`src/rtl/lfpa_pkg.sv`:
```
// ----------------------------------------------------------------------------
// Lidar frame parser package
// Shared types and constants for the nine-byte lidar frame parser and
// distance averager.
// ----------------------------------------------------------------------------
package lfpa_pkg;

  localparam int FRAME_LEN   = 9;
  localparam int FILL_W      = 4;
  localparam int BYTE_W      = 8;
  localparam int DIST_W      = 16;
  localparam int SUM_W       = 32;
  localparam int STEP_W      = 5;
  localparam int READING_W   = 17;
  localparam int STATUS_W    = 2;
  localparam int USED_W      = 16;
  localparam int CFG_IDX_W   = 2;
  localparam int CFG_DATA_W  = 16;

  localparam logic [BYTE_W-1:0]    HDR_BYTE   = 8'h59;
  localparam logic [BYTE_W-1:0]    SIG_MIN    = 8'd7;
  localparam logic [READING_W-1:0] OOR_ADD_CM = 17'd100;

  localparam logic [FILL_W-1:0] POS_EMPTY   = 4'd0;
  localparam logic [FILL_W-1:0] POS_HDR2    = 4'd1;
  localparam logic [FILL_W-1:0] POS_DIST_LO = 4'd2;
  localparam logic [FILL_W-1:0] POS_DIST_HI = 4'd3;
  localparam logic [FILL_W-1:0] POS_SIG     = 4'd6;
  localparam logic [FILL_W-1:0] POS_CSUM    = FILL_W'(FRAME_LEN - 1);

  typedef enum logic [CFG_IDX_W-1:0] {
    CFG_MODEL_MAX = 2'd0,
    CFG_USER_MAX  = 2'd1,
    CFG_SIG_EN    = 2'd2
  } lfpa_cfg_idx_t;

  typedef enum logic [STATUS_W-1:0] {
    STATUS_AVG  = 2'd0,
    STATUS_OOR  = 2'd1,
    STATUS_NONE = 2'd2
  } lfpa_status_t;

  typedef enum logic [1:0] {
    ST_IDLE,
    ST_DIV,
    ST_LOAD
  } lfpa_state_t;

  typedef struct packed {
    logic take_byte;
    logic start_poll;
    logic load_direct;
    logic div_step;
    logic load_div;
  } lfpa_cmd_t;

  typedef struct packed {
    logic have_good;
    logic div_last;
    logic out_valid;
  } lfpa_stat_t;

endpackage

```
`src/rtl/lfpa_in_if.sv`:
```
// ----------------------------------------------------------------------------
// Input channel interface
// Carries received bytes and poll requests with a valid/ready handshake.
// ----------------------------------------------------------------------------
interface lfpa_in_if;
  logic                        valid;
  logic                        ready;
  logic                        kind;
  logic [lfpa_pkg::BYTE_W-1:0] rx_byte;

  modport source (output valid, output kind, output rx_byte, input ready);
  modport sink (input valid, input kind, input rx_byte, output ready);
endinterface

```
`src/rtl/lfpa_out_if.sv`:
```
// ----------------------------------------------------------------------------
// Result channel interface
// Carries one poll result with a valid/ready handshake.
// ----------------------------------------------------------------------------
interface lfpa_out_if;
  logic                           valid;
  logic                           ready;
  logic [lfpa_pkg::READING_W-1:0] reading_cm;
  logic [lfpa_pkg::STATUS_W-1:0]  status;
  logic [lfpa_pkg::USED_W-1:0]    frames_used;

  modport source (output valid, output reading_cm, output status, output frames_used,
                  input ready);
  modport sink (input valid, input reading_cm, input status, input frames_used,
                output ready);
endinterface

```
`src/rtl/lfpa_cfg_if.sv`:
```
// ----------------------------------------------------------------------------
// Configuration write interface
// Carries a register index and write data with a valid/ready handshake.
// ----------------------------------------------------------------------------
interface lfpa_cfg_if;
  logic                            valid;
  logic                            ready;
  logic [lfpa_pkg::CFG_IDX_W-1:0]  index;
  logic [lfpa_pkg::CFG_DATA_W-1:0] data;

  modport source (output valid, output index, output data, input ready);
  modport sink (input valid, input index, input data, output ready);
endinterface

```
`src/rtl/lidar_frame_parser_averager.sv`:
```
// ----------------------------------------------------------------------------
// Lidar frame parser and distance averager
// Parses nine-byte lidar frames from received bytes and returns an averaged
// distance on each poll, or an out-of-range or empty result if none was good.
// ----------------------------------------------------------------------------
// A received byte is accepted in every cycle while the controller is idle. A poll
// that finds no good frame returns its result in the cycle after the transfer.
// A poll with good frames runs the sum through a restoring divider, one quotient
// bit per cycle, and its result is registered after the divide and load states;
// the input takes nothing in the meantime. A poll waits at the input while an
// earlier result has not yet been taken; bytes are never held back by the output.
module lidar_frame_parser_averager #(
  parameter int COUNT_WIDTH = 16
) (
  input logic          clk,
  input logic          rst,
  lfpa_in_if.sink      sample,
  lfpa_out_if.source   result,
  lfpa_cfg_if.sink     cfg
);

  lfpa_pkg::lfpa_cmd_t  cmd;
  lfpa_pkg::lfpa_stat_t stat;
  logic                 in_ready;
  logic                 out_valid;

  assign sample.ready = in_ready;
  assign result.valid = out_valid;
  assign cfg.ready    = 1'b1;

  lfpa_ctrl u_ctrl (
    .clk       (clk),
    .rst       (rst),
    .in_valid  (sample.valid),
    .in_kind   (sample.kind),
    .out_ready (result.ready),
    .stat      (stat),
    .in_ready  (in_ready),
    .cmd       (cmd)
  );

  lfpa_dp #(
    .COUNT_WIDTH(COUNT_WIDTH)
  ) u_dp (
    .clk         (clk),
    .rst         (rst),
    .cmd         (cmd),
    .stat        (stat),
    .rx_byte     (sample.rx_byte),
    .cfg_valid   (cfg.valid),
    .cfg_index   (cfg.index),
    .cfg_data    (cfg.data),
    .out_ready   (result.ready),
    .out_valid   (out_valid),
    .reading_cm  (result.reading_cm),
    .status      (result.status),
    .frames_used (result.frames_used)
  );

endmodule

```
`src/rtl/lfpa_div.sv`:
```
// ----------------------------------------------------------------------------
// Restoring divider
// Divides the distance sum by the good frame count, one quotient bit per step.
// ----------------------------------------------------------------------------
module lfpa_div #(
  parameter int COUNT_WIDTH = 16
) (
  input  logic                         clk,
  input  logic                         rst,
  input  logic                         start,
  input  logic                         step,
  input  logic [lfpa_pkg::SUM_W-1:0]   dividend,
  input  logic [COUNT_WIDTH-1:0]       divisor,
  output logic [lfpa_pkg::SUM_W-1:0]   quotient,
  output logic [COUNT_WIDTH-1:0]       divisor_hold,
  output logic                         last
);

  logic [lfpa_pkg::STEP_W-1:0] count;
  logic [COUNT_WIDTH-1:0]      rem;
  logic [COUNT_WIDTH:0]        shifted;
  logic                        fits;

  assign shifted = {rem, quotient[lfpa_pkg::SUM_W-1]};
  assign fits    = shifted >= {1'b0, divisor_hold};
  assign last    = count == {lfpa_pkg::STEP_W{1'b1}};

  always_ff @(posedge clk) begin
    if (rst) begin
      count <= '0;
    end else if (start) begin
      count <= '0;
    end else if (step) begin
      count <= count + 1'b1;
    end
  end

  always_ff @(posedge clk) begin
    if (start) begin
      rem          <= '0;
      quotient     <= dividend;
      divisor_hold <= divisor;
    end else if (step) begin
      if (fits) begin
        rem <= COUNT_WIDTH'(shifted - {1'b0, divisor_hold});
      end else begin
        rem <= shifted[COUNT_WIDTH-1:0];
      end
      quotient <= {quotient[lfpa_pkg::SUM_W-2:0], fits};
    end
  end

endmodule

```
`src/rtl/lfpa_dp.sv`:
```
// ----------------------------------------------------------------------------
// Frame parser datapath
// Holds configuration, framing and accumulator registers, the divider and
// the result register.
// ----------------------------------------------------------------------------
module lfpa_dp #(
  parameter int COUNT_WIDTH = 16
) (
  input  logic                              clk,
  input  logic                              rst,
  input  lfpa_pkg::lfpa_cmd_t               cmd,
  output lfpa_pkg::lfpa_stat_t              stat,
  input  logic [lfpa_pkg::BYTE_W-1:0]       rx_byte,
  input  logic                              cfg_valid,
  input  logic [lfpa_pkg::CFG_IDX_W-1:0]    cfg_index,
  input  logic [lfpa_pkg::CFG_DATA_W-1:0]   cfg_data,
  input  logic                              out_ready,
  output logic                              out_valid,
  output logic [lfpa_pkg::READING_W-1:0]    reading_cm,
  output logic [lfpa_pkg::STATUS_W-1:0]     status,
  output logic [lfpa_pkg::USED_W-1:0]       frames_used
);

  localparam logic [COUNT_WIDTH-1:0] COUNT_MAX = '1;

  logic [lfpa_pkg::DIST_W-1:0]  model_max_cm;
  logic [lfpa_pkg::DIST_W-1:0]  user_max_cm;
  logic                         signal_byte_enable;

  logic [lfpa_pkg::FILL_W-1:0]  fill_count;
  logic [lfpa_pkg::BYTE_W-1:0]  running_checksum;
  logic [lfpa_pkg::BYTE_W-1:0]  dist_lo;
  logic [lfpa_pkg::BYTE_W-1:0]  dist_hi;
  logic [lfpa_pkg::BYTE_W-1:0]  sig_byte;
  logic [lfpa_pkg::SUM_W-1:0]   distance_sum;
  logic [COUNT_WIDTH-1:0]       good_count;
  logic [COUNT_WIDTH-1:0]       out_of_range_count;

  logic [lfpa_pkg::DIST_W-1:0]  dist_cm;
  logic [lfpa_pkg::SUM_W:0]     sum_wide;
  logic                         frame_end;
  logic                         frame_ok;
  logic                         frame_bad;
  logic                         add_good;
  logic                         add_oor;
  logic [lfpa_pkg::READING_W-1:0] user_limit;
  logic [lfpa_pkg::READING_W-1:0] oor_reading;

  logic [lfpa_pkg::SUM_W-1:0]   quotient;
  logic [COUNT_WIDTH-1:0]       divisor_hold;
  logic                         div_last;

  always_ff @(posedge clk) begin
    if (rst) begin
      model_max_cm       <= '0;
      user_max_cm        <= '0;
      signal_byte_enable <= 1'b0;
    end else if (cfg_valid) begin
      case (cfg_index)
        lfpa_pkg::CFG_MODEL_MAX: model_max_cm       <= cfg_data;
        lfpa_pkg::CFG_USER_MAX:  user_max_cm        <= cfg_data;
        lfpa_pkg::CFG_SIG_EN:    signal_byte_enable <= cfg_data[0];
        default: ;
      endcase
    end
  end

  assign dist_cm   = {dist_hi, dist_lo};
  assign frame_end = cmd.take_byte && (fill_count == lfpa_pkg::POS_CSUM);
  assign frame_ok  = running_checksum == rx_byte;
  assign frame_bad = dist_cm[lfpa_pkg::DIST_W-1] || (dist_cm == model_max_cm) ||
                     (signal_byte_enable && (sig_byte < lfpa_pkg::SIG_MIN));
  assign add_good  = frame_end && frame_ok && !frame_bad && (good_count != COUNT_MAX);
  assign add_oor   = frame_end && frame_ok && frame_bad &&
                     (out_of_range_count != COUNT_MAX);
  assign sum_wide  = {1'b0, distance_sum} + (lfpa_pkg::SUM_W + 1)'(dist_cm);

  always_ff @(posedge clk) begin
    if (rst) begin
      fill_count       <= '0;
      running_checksum <= '0;
    end else if (cmd.take_byte) begin
      case (fill_count)
        lfpa_pkg::POS_EMPTY: begin
          if (rx_byte == lfpa_pkg::HDR_BYTE) begin
            fill_count       <= lfpa_pkg::POS_HDR2;
            running_checksum <= rx_byte;
          end else begin
            running_checksum <= '0;
          end
        end
        lfpa_pkg::POS_HDR2: begin
          if (rx_byte == lfpa_pkg::HDR_BYTE) begin
            fill_count       <= lfpa_pkg::POS_DIST_LO;
            running_checksum <= running_checksum + rx_byte;
          end else begin
            fill_count       <= '0;
            running_checksum <= '0;
          end
        end
        lfpa_pkg::POS_CSUM: begin
          fill_count       <= '0;
          running_checksum <= '0;
        end
        default: begin
          fill_count       <= fill_count + 1'b1;
          running_checksum <= running_checksum + rx_byte;
        end
      endcase
    end
  end

  always_ff @(posedge clk) begin
    if (cmd.take_byte) begin
      if (fill_count == lfpa_pkg::POS_DIST_LO) begin
        dist_lo <= rx_byte;
      end
      if (fill_count == lfpa_pkg::POS_DIST_HI) begin
        dist_hi <= rx_byte;
      end
      if (fill_count == lfpa_pkg::POS_SIG) begin
        sig_byte <= rx_byte;
      end
    end
  end

  always_ff @(posedge clk) begin
    if (rst || cmd.start_poll) begin
      distance_sum       <= '0;
      good_count         <= '0;
      out_of_range_count <= '0;
    end else begin
      if (add_good) begin
        good_count <= good_count + 1'b1;
        if (sum_wide[lfpa_pkg::SUM_W]) begin
          distance_sum <= '1;
        end else begin
          distance_sum <= sum_wide[lfpa_pkg::SUM_W-1:0];
        end
      end
      if (add_oor) begin
        out_of_range_count <= out_of_range_count + 1'b1;
      end
    end
  end

  lfpa_div #(
    .COUNT_WIDTH(COUNT_WIDTH)
  ) u_div (
    .clk          (clk),
    .rst          (rst),
    .start        (cmd.start_poll),
    .step         (cmd.div_step),
    .dividend     (distance_sum),
    .divisor      (good_count),
    .quotient     (quotient),
    .divisor_hold (divisor_hold),
    .last         (div_last)
  );

  assign user_limit  = {1'b0, user_max_cm} + lfpa_pkg::OOR_ADD_CM;
  assign oor_reading = ({1'b0, model_max_cm} > user_limit) ? {1'b0, model_max_cm}
                                                           : user_limit;

  always_ff @(posedge clk) begin
    if (rst) begin
      out_valid <= 1'b0;
    end else if (cmd.load_direct || cmd.load_div) begin
      out_valid <= 1'b1;
    end else if (out_ready) begin
      out_valid <= 1'b0;
    end
  end

  always_ff @(posedge clk) begin
    if (cmd.load_div) begin
      reading_cm  <= quotient[lfpa_pkg::READING_W-1:0];
      status      <= lfpa_pkg::STATUS_AVG;
      frames_used <= lfpa_pkg::USED_W'(divisor_hold);
    end else if (cmd.load_direct) begin
      frames_used <= '0;
      if (out_of_range_count != '0) begin
        reading_cm <= oor_reading;
        status     <= lfpa_pkg::STATUS_OOR;
      end else begin
        reading_cm <= '0;
        status     <= lfpa_pkg::STATUS_NONE;
      end
    end
  end

  assign stat.have_good = good_count != '0;
  assign stat.div_last  = div_last;
  assign stat.out_valid = out_valid;

endmodule

```
`src/rtl/lfpa_ctrl.sv`:
```
// ----------------------------------------------------------------------------
// Frame parser controller
// Sequences byte transfers, polls and the divide steps of a poll.
// ----------------------------------------------------------------------------
module lfpa_ctrl (
  input  logic                  clk,
  input  logic                  rst,
  input  logic                  in_valid,
  input  logic                  in_kind,
  input  logic                  out_ready,
  input  lfpa_pkg::lfpa_stat_t  stat,
  output logic                  in_ready,
  output lfpa_pkg::lfpa_cmd_t   cmd
);

  lfpa_pkg::lfpa_state_t state;
  lfpa_pkg::lfpa_state_t state_next;
  logic                  accept;

  always_ff @(posedge clk) begin
    if (rst) begin
      state <= lfpa_pkg::ST_IDLE;
    end else begin
      state <= state_next;
    end
  end

  assign accept = in_valid && in_ready;

  always_comb begin
    state_next = state;
    case (state)
      lfpa_pkg::ST_IDLE: begin
        if (accept && in_kind && stat.have_good) begin
          state_next = lfpa_pkg::ST_DIV;
        end
      end
      lfpa_pkg::ST_DIV: begin
        if (stat.div_last) begin
          state_next = lfpa_pkg::ST_LOAD;
        end
      end
      lfpa_pkg::ST_LOAD: state_next = lfpa_pkg::ST_IDLE;
      default: state_next = lfpa_pkg::ST_IDLE;
    endcase
  end

  always_comb begin
    in_ready = 1'b0;
    cmd      = '0;
    case (state)
      lfpa_pkg::ST_IDLE: begin
        in_ready        = !in_kind || !stat.out_valid || out_ready;
        cmd.take_byte   = accept && !in_kind;
        cmd.start_poll  = accept && in_kind;
        cmd.load_direct = accept && in_kind && !stat.have_good;
      end
      lfpa_pkg::ST_DIV:  cmd.div_step = 1'b1;
      lfpa_pkg::ST_LOAD: cmd.load_div = 1'b1;
      default: ;
    endcase
  end

endmodule

```
`src/flat_wrapper.sv`:
```
// flat-port wrapper written by rule: the top's interface ports become plain ports
module lidar_frame_parser_averager_flat 
#(
  parameter int COUNT_WIDTH = 16
)
  (clk, rst, sample_valid, sample_kind, sample_rx_byte, sample_ready, result_valid, result_reading_cm, result_status, result_frames_used, result_ready, cfg_valid, cfg_index, cfg_data, cfg_ready);
  lfpa_in_if sample_i ();
  lfpa_out_if result_i ();
  lfpa_cfg_if cfg_i ();
  input logic clk;
  input logic rst;
  input wire logic [$bits(sample_i.valid)-1:0] sample_valid;
  input wire logic [$bits(sample_i.kind)-1:0] sample_kind;
  input wire logic [$bits(sample_i.rx_byte)-1:0] sample_rx_byte;
  output wire logic [$bits(sample_i.ready)-1:0] sample_ready;
  output wire logic [$bits(result_i.valid)-1:0] result_valid;
  output wire logic [$bits(result_i.reading_cm)-1:0] result_reading_cm;
  output wire logic [$bits(result_i.status)-1:0] result_status;
  output wire logic [$bits(result_i.frames_used)-1:0] result_frames_used;
  input wire logic [$bits(result_i.ready)-1:0] result_ready;
  input wire logic [$bits(cfg_i.valid)-1:0] cfg_valid;
  input wire logic [$bits(cfg_i.index)-1:0] cfg_index;
  input wire logic [$bits(cfg_i.data)-1:0] cfg_data;
  output wire logic [$bits(cfg_i.ready)-1:0] cfg_ready;
  assign sample_i.valid = sample_valid;
  assign sample_i.kind = sample_kind;
  assign sample_i.rx_byte = sample_rx_byte;
  assign sample_ready = sample_i.ready;
  assign result_valid = result_i.valid;
  assign result_reading_cm = result_i.reading_cm;
  assign result_status = result_i.status;
  assign result_frames_used = result_i.frames_used;
  assign result_i.ready = result_ready;
  assign cfg_i.valid = cfg_valid;
  assign cfg_i.index = cfg_index;
  assign cfg_i.data = cfg_data;
  assign cfg_ready = cfg_i.ready;
  lidar_frame_parser_averager #(.COUNT_WIDTH(COUNT_WIDTH)) u_core (.clk(clk), .rst(rst), .sample(sample_i), .result(result_i), .cfg(cfg_i));
endmodule
```
`config.mk`:
```
export PLATFORM = sky130hd
export DESIGN_NAME = lidar_frame_parser_averager_flat
export DESIGN_NICKNAME = d
export VERILOG_FILES = /design/src/rtl/lfpa_pkg.sv /design/src/rtl/lfpa_in_if.sv /design/src/rtl/lfpa_out_if.sv /design/src/rtl/lfpa_cfg_if.sv /design/src/rtl/lidar_frame_parser_averager.sv /design/src/rtl/lfpa_div.sv /design/src/rtl/lfpa_dp.sv /design/src/rtl/lfpa_ctrl.sv /design/src/flat_wrapper.sv
export SDC_FILE = /design/constraint.sdc
export NUM_CORES = 1
export LEC_CHECK = 0
export BUFFER_PORTS_ARGS = -buffer_cell sky130_fd_sc_hd__buf_2
export CELL_PAD_IN_SITES_DETAIL_PLACEMENT = 1
export CELL_PAD_IN_SITES_GLOBAL_PLACEMENT = 2
export CORE_UTILIZATION = 39
export CTS_BUF_LIST = sky130_fd_sc_hd__clkbuf_16
export DETAILED_ROUTE_END_ITERATION = 6
export GPL_TIMING_DRIVEN = 0
export PLACE_DENSITY = 0.83
export SYNTH_ARGS = -nofsm -noshare
export SYNTH_HDL_FRONTEND = slang
export SYNTH_SLANG_ARGS = --single-unit
```
`constraint.sdc`:
```
create_clock -name clk -period 3.74 [get_ports clk]
set_input_delay 0 -clock clk [delete_from_list [all_inputs] [get_ports clk]]
set_output_delay 0 -clock clk [all_outputs]
set_load 0.02 [all_outputs]
```
# --- After elaboration in Yosys (flattened, before gate mapping) ---
# Index checks and enable logic that the tools add are counted.
# W data, S select, Z words.
totals:
  output_inout_bits: 38
  inputBits: 32
  elab_cells: 114
  regBits: 240
op_classes:
  addsub: 8
  mux: 26
  eq_ne: 18
  n_lt_le_gt_ge: 3
  n_reduce_logical: 39
op_table:
  columns: ["operator", "n"]
  rows:
  - ["$mux W32", 3]
  - ["$mux W17", 4]
  - ["$mux W16", 3]
  - ["$add A32 B16 Y33", 1]
  - ["$add A16 B1 Y16 const B", 2]
  - ["$ne A16 B16 Y1 const B", 2]
  - ["$reduce_bool A16 Y1", 2]
  - ["$pmux W8 S3", 1]
  - ["$add A16 B7 Y17 const B", 1]
  - ["$ge A17 B16 Y1", 1]
  - ["$gt A16 B17 Y1", 1]
  - ["$eq A16 B16 Y1", 1]
  - ["$mux W8", 2]
  - ["$reduce_and A2 Y1", 8]
  - ["$sub A16 B16 Y16", 1]
  - ["$logic_and A1 B1 Y1", 12]
  - ["$pmux W4 S3", 1]
  - ["$add A8 B8 Y8", 1]
  - ["$eq A4 B2 Y1 const B", 2]
  - ["$eq A8 B7 Y1 const B", 1]
  - ["$eq A8 B8 Y1", 1]
  - ["$lt A8 B3 Y1 const B", 1]
  - ["$mux W2", 4]
  - ["$logic_or A1 B1 Y1", 6]
  - ["18 further kinds", 32]

# --- Logic depth before layout (Yosys ltp) ---
depth:
  ltp_word: 12
  ltp_mapped: 17
  ltp_nobuf: 16

# --- Hierarchy ---
# From an unflattened synthesis, not the netlist that was laid out.
unflattened:
  cells_unflattened: 1335
  hier_area_um2: 13022.5
by_module_without_submodules:
  columns: ["mod", "seq_area_each_um2", "area_per_inst_um2", "n_inst", "cells_per_inst"]
  rows:
  - ["lfpa_dp", 3953.8, 9078.7, 1, 971]
  - ["lfpa_div", 1861.8, 3791.1, 1, 346]
  - ["lfpa_ctrl", 40.0, 141.4, 1, 16]
  - ["lidar_frame_parser_averager", 0.0, 11.3, 1, 2]

# --- Least setup slack after synthesis ---
# No wires, ideal clock.
synth_timing:
  kind: "register -> register"
  from: "register u_core.u_dp.user_max_cm[2] (netlist bit)"
  to: "register u_core.u_dp.reading_cm[12] (netlist bit) (data pin)"
  required_ns: 3.479
  period_less_slack_ns: 3.114
  slack_ns: 0.626
  n_path_buf: 1
  arrival_ns: 2.853
  path_stages_with_launch: 18
  setup_time_ns: 0.261
  cell_sequence: "dfxtp_1 ha_1 a21oi_1 nand2b_1 nand3_1 nor2_1 nand3_1 xor2_1 ha_1 nand2_1 nor2_1 nand2_1 o32ai_1 nor2_1 o21ai_0 clkbuf_1 nor4b_1 a221o_1"
synth_between:
  elab_chain_cells: 6
synth_lines:
  columns: ["element", "line_no", "source"]
  rows:
  - ["from (decl)", "lfpa_dp.sv:27", "logic [lfpa_pkg::DIST_W-1:0] user_max_cm;"]
  - ["from (signal assigned)", "lfpa_dp.sv:61", "lfpa_pkg::CFG_USER_MAX: user_max_cm <= cfg_data;"]
  - ["$add A16 B7 Y17 *", "lfpa_dp.sv:161", "assign user_limit = {1'b0, user_max_cm} + lfpa_pkg::OOR_ADD_CM;"]
  - ["$gt A16 B17 Y1", "lfpa_dp.sv:162", "assign oor_reading = ({1'b0, model_max_cm} > user_limit) ? {1'b0, model_max_cm}"]
  - ["$mux W17 *", "lfpa_dp.sv:162", null]
  - ["$mux W17 *", "lfpa_dp.sv:182", "if (out_of_range_count != '0) begin"]
  - ["$mux W17 *", "lfpa_dp.sv:180", "end else if (cmd.load_direct) begin"]
  - ["$mux W17 *", "lfpa_dp.sv:176", "if (cmd.load_div) begin"]
  - ["to (signal assigned)", "lfpa_dp.sv:177", "reading_cm <= quotient[lfpa_pkg::READING_W-1:0];"]
  - ["to (signal assigned)", "lfpa_dp.sv:183", "reading_cm <= oor_reading;"]
  - ["to (decl)", "lfpa_dp.sv:19", "output logic [lfpa_pkg::READING_W-1:0] reading_cm,"]
# Mark *: on every way between the ends. The rest lies on a longest branch, timed or not. The select of a mux whose other input is x is not followed.
# A chain may end at the register's enable or synchronous reset.

# --- Worst setup path after layout ---
layout_timing:
  from: "register u_core.u_dp.user_max_cm[2] (netlist bit)"
  to: "register u_core.u_dp.reading_cm[1] (netlist bit) (data pin)"
layout_between:
  elab_chain_cells: 6
layout_lines:
  columns: ["element", "line_no"]
  rows:
  - ["$add A16 B7 Y17", "lfpa_dp.sv:161"]
  - ["$gt A16 B17 Y1", "lfpa_dp.sv:162"]
  - ["$mux W17", "lfpa_dp.sv:162"]
  - ["$mux W17", "lfpa_dp.sv:182"]
  - ["$mux W17", "lfpa_dp.sv:180"]
  - ["$mux W17", "lfpa_dp.sv:176"]
# Every way passes these cells. The select of a mux whose other input is x is not followed.

==> reports/summary.txt <==
Critical Path RT: 4000 ps
DR vias/cell: 5.52
max frequency: 290 MHz
All-Layer GR Usage: 22.6%
H-tree levels: 1
Max Transition Viols Final: 0
largest net degree at the start of global routing: 34
RSZ-0062 raised after global routing: false
PnR worst setup slack: 297 ps
Synth Instances: 1,336
Synth Net Count: 1,437
WL final: 37,100 um
post-layout util: 46.4%
clock-pin slew on the worst setup and hold paths: 60 ps
minimum clock period: 3440 ps
Clock Sinks: 240
IO Count: 70
Max clock buf depth: 3
Core Area: 0.0316 sq mm
Post-Syn Area: 0.0125 sq mm
gr ovfl total: 0
Area Overhead vs Synth: 17.0%
Chip Height: 181 um
worst skew pair latency: 560 ps
Sum Neg Setup Slack: 0 ps
Seq cells post-synth: 240
Final nets: 1,567
initial antenna violation count: 0
DR vias: 10,400
drt first pass iters: 5
Die Area: 0.0328 sq mm
Avg Inst Size Synth: 9.38 sq um
Worst VDD drop: 0.000320 V
Yosys cell types: 73
clock buffer count from CTS: 28
Post-CTS Setup Bufs: 0
CP most frequent cell: nor2_1
CTS tree: done
Seq/Total Area, Yosys: 46.7%
Diodes inserted: 0
worst reg-to-reg setup slack: 300 ps
number of synthesized flops with an enable pin: 105
HP Class: primary input to register
Buffers on Ports: 67
count of final setup violators: 0
CP peak stage delay: 380 ps
top-area cell type share of the netlist area: 25.2%
clock skew: 12.3 ps
HPWL after detailed placement: 27,300 um
CP Class: register to register
CP startpoint kind: register
predominant post-synthesis flop cell: dfxtp_1
vias in the first global route: 10,800
crit-path cells: ha_1 > a21oi_1 > nand2b_1 > nand3_1 > nor2_1 > nand3_1 > xor2_1 > ha_1 > nand2_1 > nor2_1 > nand2_1 > o32ai_2 > nor2_1 > o21ai_1 > buf_4 > mux2i_2 > o31ai_2
Synth area leaders: edfxtp_1, dfxtp_1, ha_1
leading area contributor after synthesis: edfxtp_1
slowest CP cell: dfxtp_2
Syn. warnings: 0
asr flop ratio synth: 0%
Place WS: -202 ps
row cnt: 65
status: complete, no violations
Worst setup EP type: register
worst-margin pin slew: 1190 ps
Residual DRC: 0
first-pass GRT wire length: 59,300 um
relative slew slack: 20.2%
die width: 181 um
ANT nets after route: 0
Pwr Density: 398 mW/mm^2
Initial Util: 39.7%
Final Hold Vio Count: 0
Crit Path Max Fanout: 5
DRT iter0 DRCs: 628
Max-Cap Viols: 0
CTS root buffer: clkbuf_16
leak pwr: 5.82 nW
WP data arrival: 3710 ps
hold_ws: 84.9 ps
DR WL/cell: 19.6 um
layout cells sized above 1: 10.2%
GP Congestion: 0.890
Tcrit/Tclk final: 92.1%
[cells by family (layout without fill, tap and decap cells)]
kind of cell	count (synthesis)	after routing	synth area share [%]
and+or+nand+nor	548	548	21.8
adders and majority gates	69	69	7.07
DFF	240	240	46.7
AOI/OAI and AO/OA	256	256	12.9
muxes	24	24	1.93
other	1	1	0.0299
xor gates and xnor gates	85	85	5.94
buffers and inverters	113	265	3.64
[layout by cell type (no fill, tap or decap), types with 6 or more instances in the layout]
| cell | synthesis | final |
|---|---|---|
| nor2_1 | 96 | 96 |
| a21oi_1 | 84 | 84 |
| ha_1 | 66 | 66 |
| and4_1 | 10 | 10 |
| and3_1 | 22 | 22 |
| nand2_1 | 219 | 219 |
| a211oi_1 | 8 | 8 |
| dfxtp_1 | 135 | 134 |
| buf_1 | 7 | 6 |
| o21a_1 | 6 | 6 |
| o21ai_0 | 59 | 58 |
| or3_1 | 6 | 6 |
| clkbuf_1 | 45 | 42 |
| edfxtp_1 | 105 | 105 |
| buf_2 | 7 | 75 |
| inv_1 | 50 | 56 |
| nor3_1 | 29 | 29 |
| nand4_1 | 26 | 26 |
| a221o_1 | 11 | 11 |
| o211ai_1 | 6 | 6 |
| and2_1 | 22 | 22 |
| clkinv_1 | 0 | 6 |
| dlygate4sd3_1 | 0 | 30 |
| mux2i_1 | 23 | 21 |
| xnor2_1 | 28 | 28 |
| clkbuf_16 | 0 | 29 |
| a21o_1 | 17 | 17 |
| o31ai_1 | 12 | 9 |
| nor4_1 | 15 | 15 |
| a31oi_1 | 17 | 17 |
| nor3b_1 | 6 | 6 |
| nor2b_1 | 7 | 7 |
| nand3_1 | 39 | 39 |
| xor2_1 | 57 | 57 |
| nor4b_1 | 13 | 13 |
| nand2b_1 | 10 | 10 |
[synthesized netlist by cell type, types with 7 or more instances]
cell and number:
nand4_1 26, ha_1 66, and3_1 22, nor3_1 29, o21ai_0 59, nor2_1 96, buf_1 7, nor2b_1 7
xor2_1 57, xnor2_1 28, mux2i_1 23, a21oi_1 84, o31ai_1 12, inv_1 50, nor4b_1 13, nand2_1 219
clkbuf_1 45, a211oi_1 8, edfxtp_1 105, a31oi_1 17, nand2b_1 10, and4_1 10, a221o_1 11, nand3_1 39
a21o_1 17, buf_2 7, and2_1 22, dfxtp_1 135, nor4_1 15
[registers in the layout, summed over array words and instances, names as in the netlist, 4 cells and up]
register / count
u_core.u_dp.dist_lo: 8
u_core.u_dp.dist_hi: 8
u_core.u_dp.out_of_range_count: 16
u_core.u_dp.fill_count: 4
u_core.u_dp.user_max_cm: 16
u_core.u_dp.running_checksum: 8
u_core.u_dp.u_div.quotient: 32
u_core.u_dp.u_div.count: 5
u_core.u_dp.model_max_cm: 16
u_core.u_dp.good_count: 16
u_core.u_dp.u_div.divisor_hold: 16
u_core.u_dp.distance_sum: 32
u_core.u_dp.frames_used: 16
u_core.u_dp.u_div.rem: 16
u_core.u_dp.sig_byte: 8
u_core.u_dp.reading_cm: 17
[per-layer routing]
metal | global-route usage (%) | vias up | routed length, um
li1 | - | 5059 | -
met3 | 2.74 | 49 | 1260
met5 | 0 | - | 0
met1 | 31.1 | 5155 | 17800
met2 | 38.1 | 161 | 17300
met4 | 5.05 | 0 | 726
[path summary, 6_finish.rpt]
path,start,end,cells after the start
setup / recovery,u_core.u_dp.user_max_cm[2]$_SDFFE_PP0P_,u_core.u_dp.reading_cm[1]$_DFFE_PP_,17
hold reg to reg,u_core.u_dp.u_div.rem[15]$_SDFFE_PP0P_,u_core.u_dp.u_div.rem[15]$_SDFFE_PP0P_,2
setup reg to reg,u_core.u_dp.user_max_cm[2]$_SDFFE_PP0P_,u_core.u_dp.reading_cm[1]$_DFFE_PP_,17
hold / removal,sample_kind,u_core.u_dp.status[0]$_SDFFE_PP0P_,3
[critical path: cells and delay by family (launching register included)]
kind | cells | cell delay [ps]
adder cells (fa/ha/maj) | 2 | 500
AO/OA/AOI/OAI | 4 | 690
AND/OR/NAND/NOR | 8 | 940
buffers and inverters | 1 | 200
multiplexers | 1 | 270
XOR/XNOR | 1 | 180
flip-flops | 1 | 380
[cell type report]
type                       count  area (sq um)
buffer                        63           278
clock buffer                  29           726
clock inverter                23           160
fill                        3675         16900
inverter                      50           188
multi-input combinational    983          6250
sequential                   240          5860
tap                          402           503
timing repair buffer         100           688
[power breakdown]
part	leakage [nW]	total (mW)	switching (mW)	internal (mW)
combinational	3.22	0.377	0.240	0.137
clock	0.470	2.64	1.11	1.53
sequential	2.13	2.81	0.0339	2.78
[per-stage QoR]
step                      instances  cell area (sq um)  power, mW
final                          1890              14700       5.83
after global routing           1890              14700       6.04
after CTS                      1887              14600       5.87
after detailed placement       1805              13400       3.20
after global placement         1805              13400       3.19
after floorplan                1336              12500       3.07
[repair_timing]
| action | 4_1_cts | 5_1_grt |
|---|---|---|
| gates cloned | 0 | 1 |
| pin swaps | 0 | 1 |
| endpoints found under the setup margin | 14 | 16 |
| endpoints found under the hold margin | 59 | 0 |
| hold buffers | 30 | 0 |
| resized for setup | 4 | 16 |
Note: power is estimated with default switching activity, not from simulation.
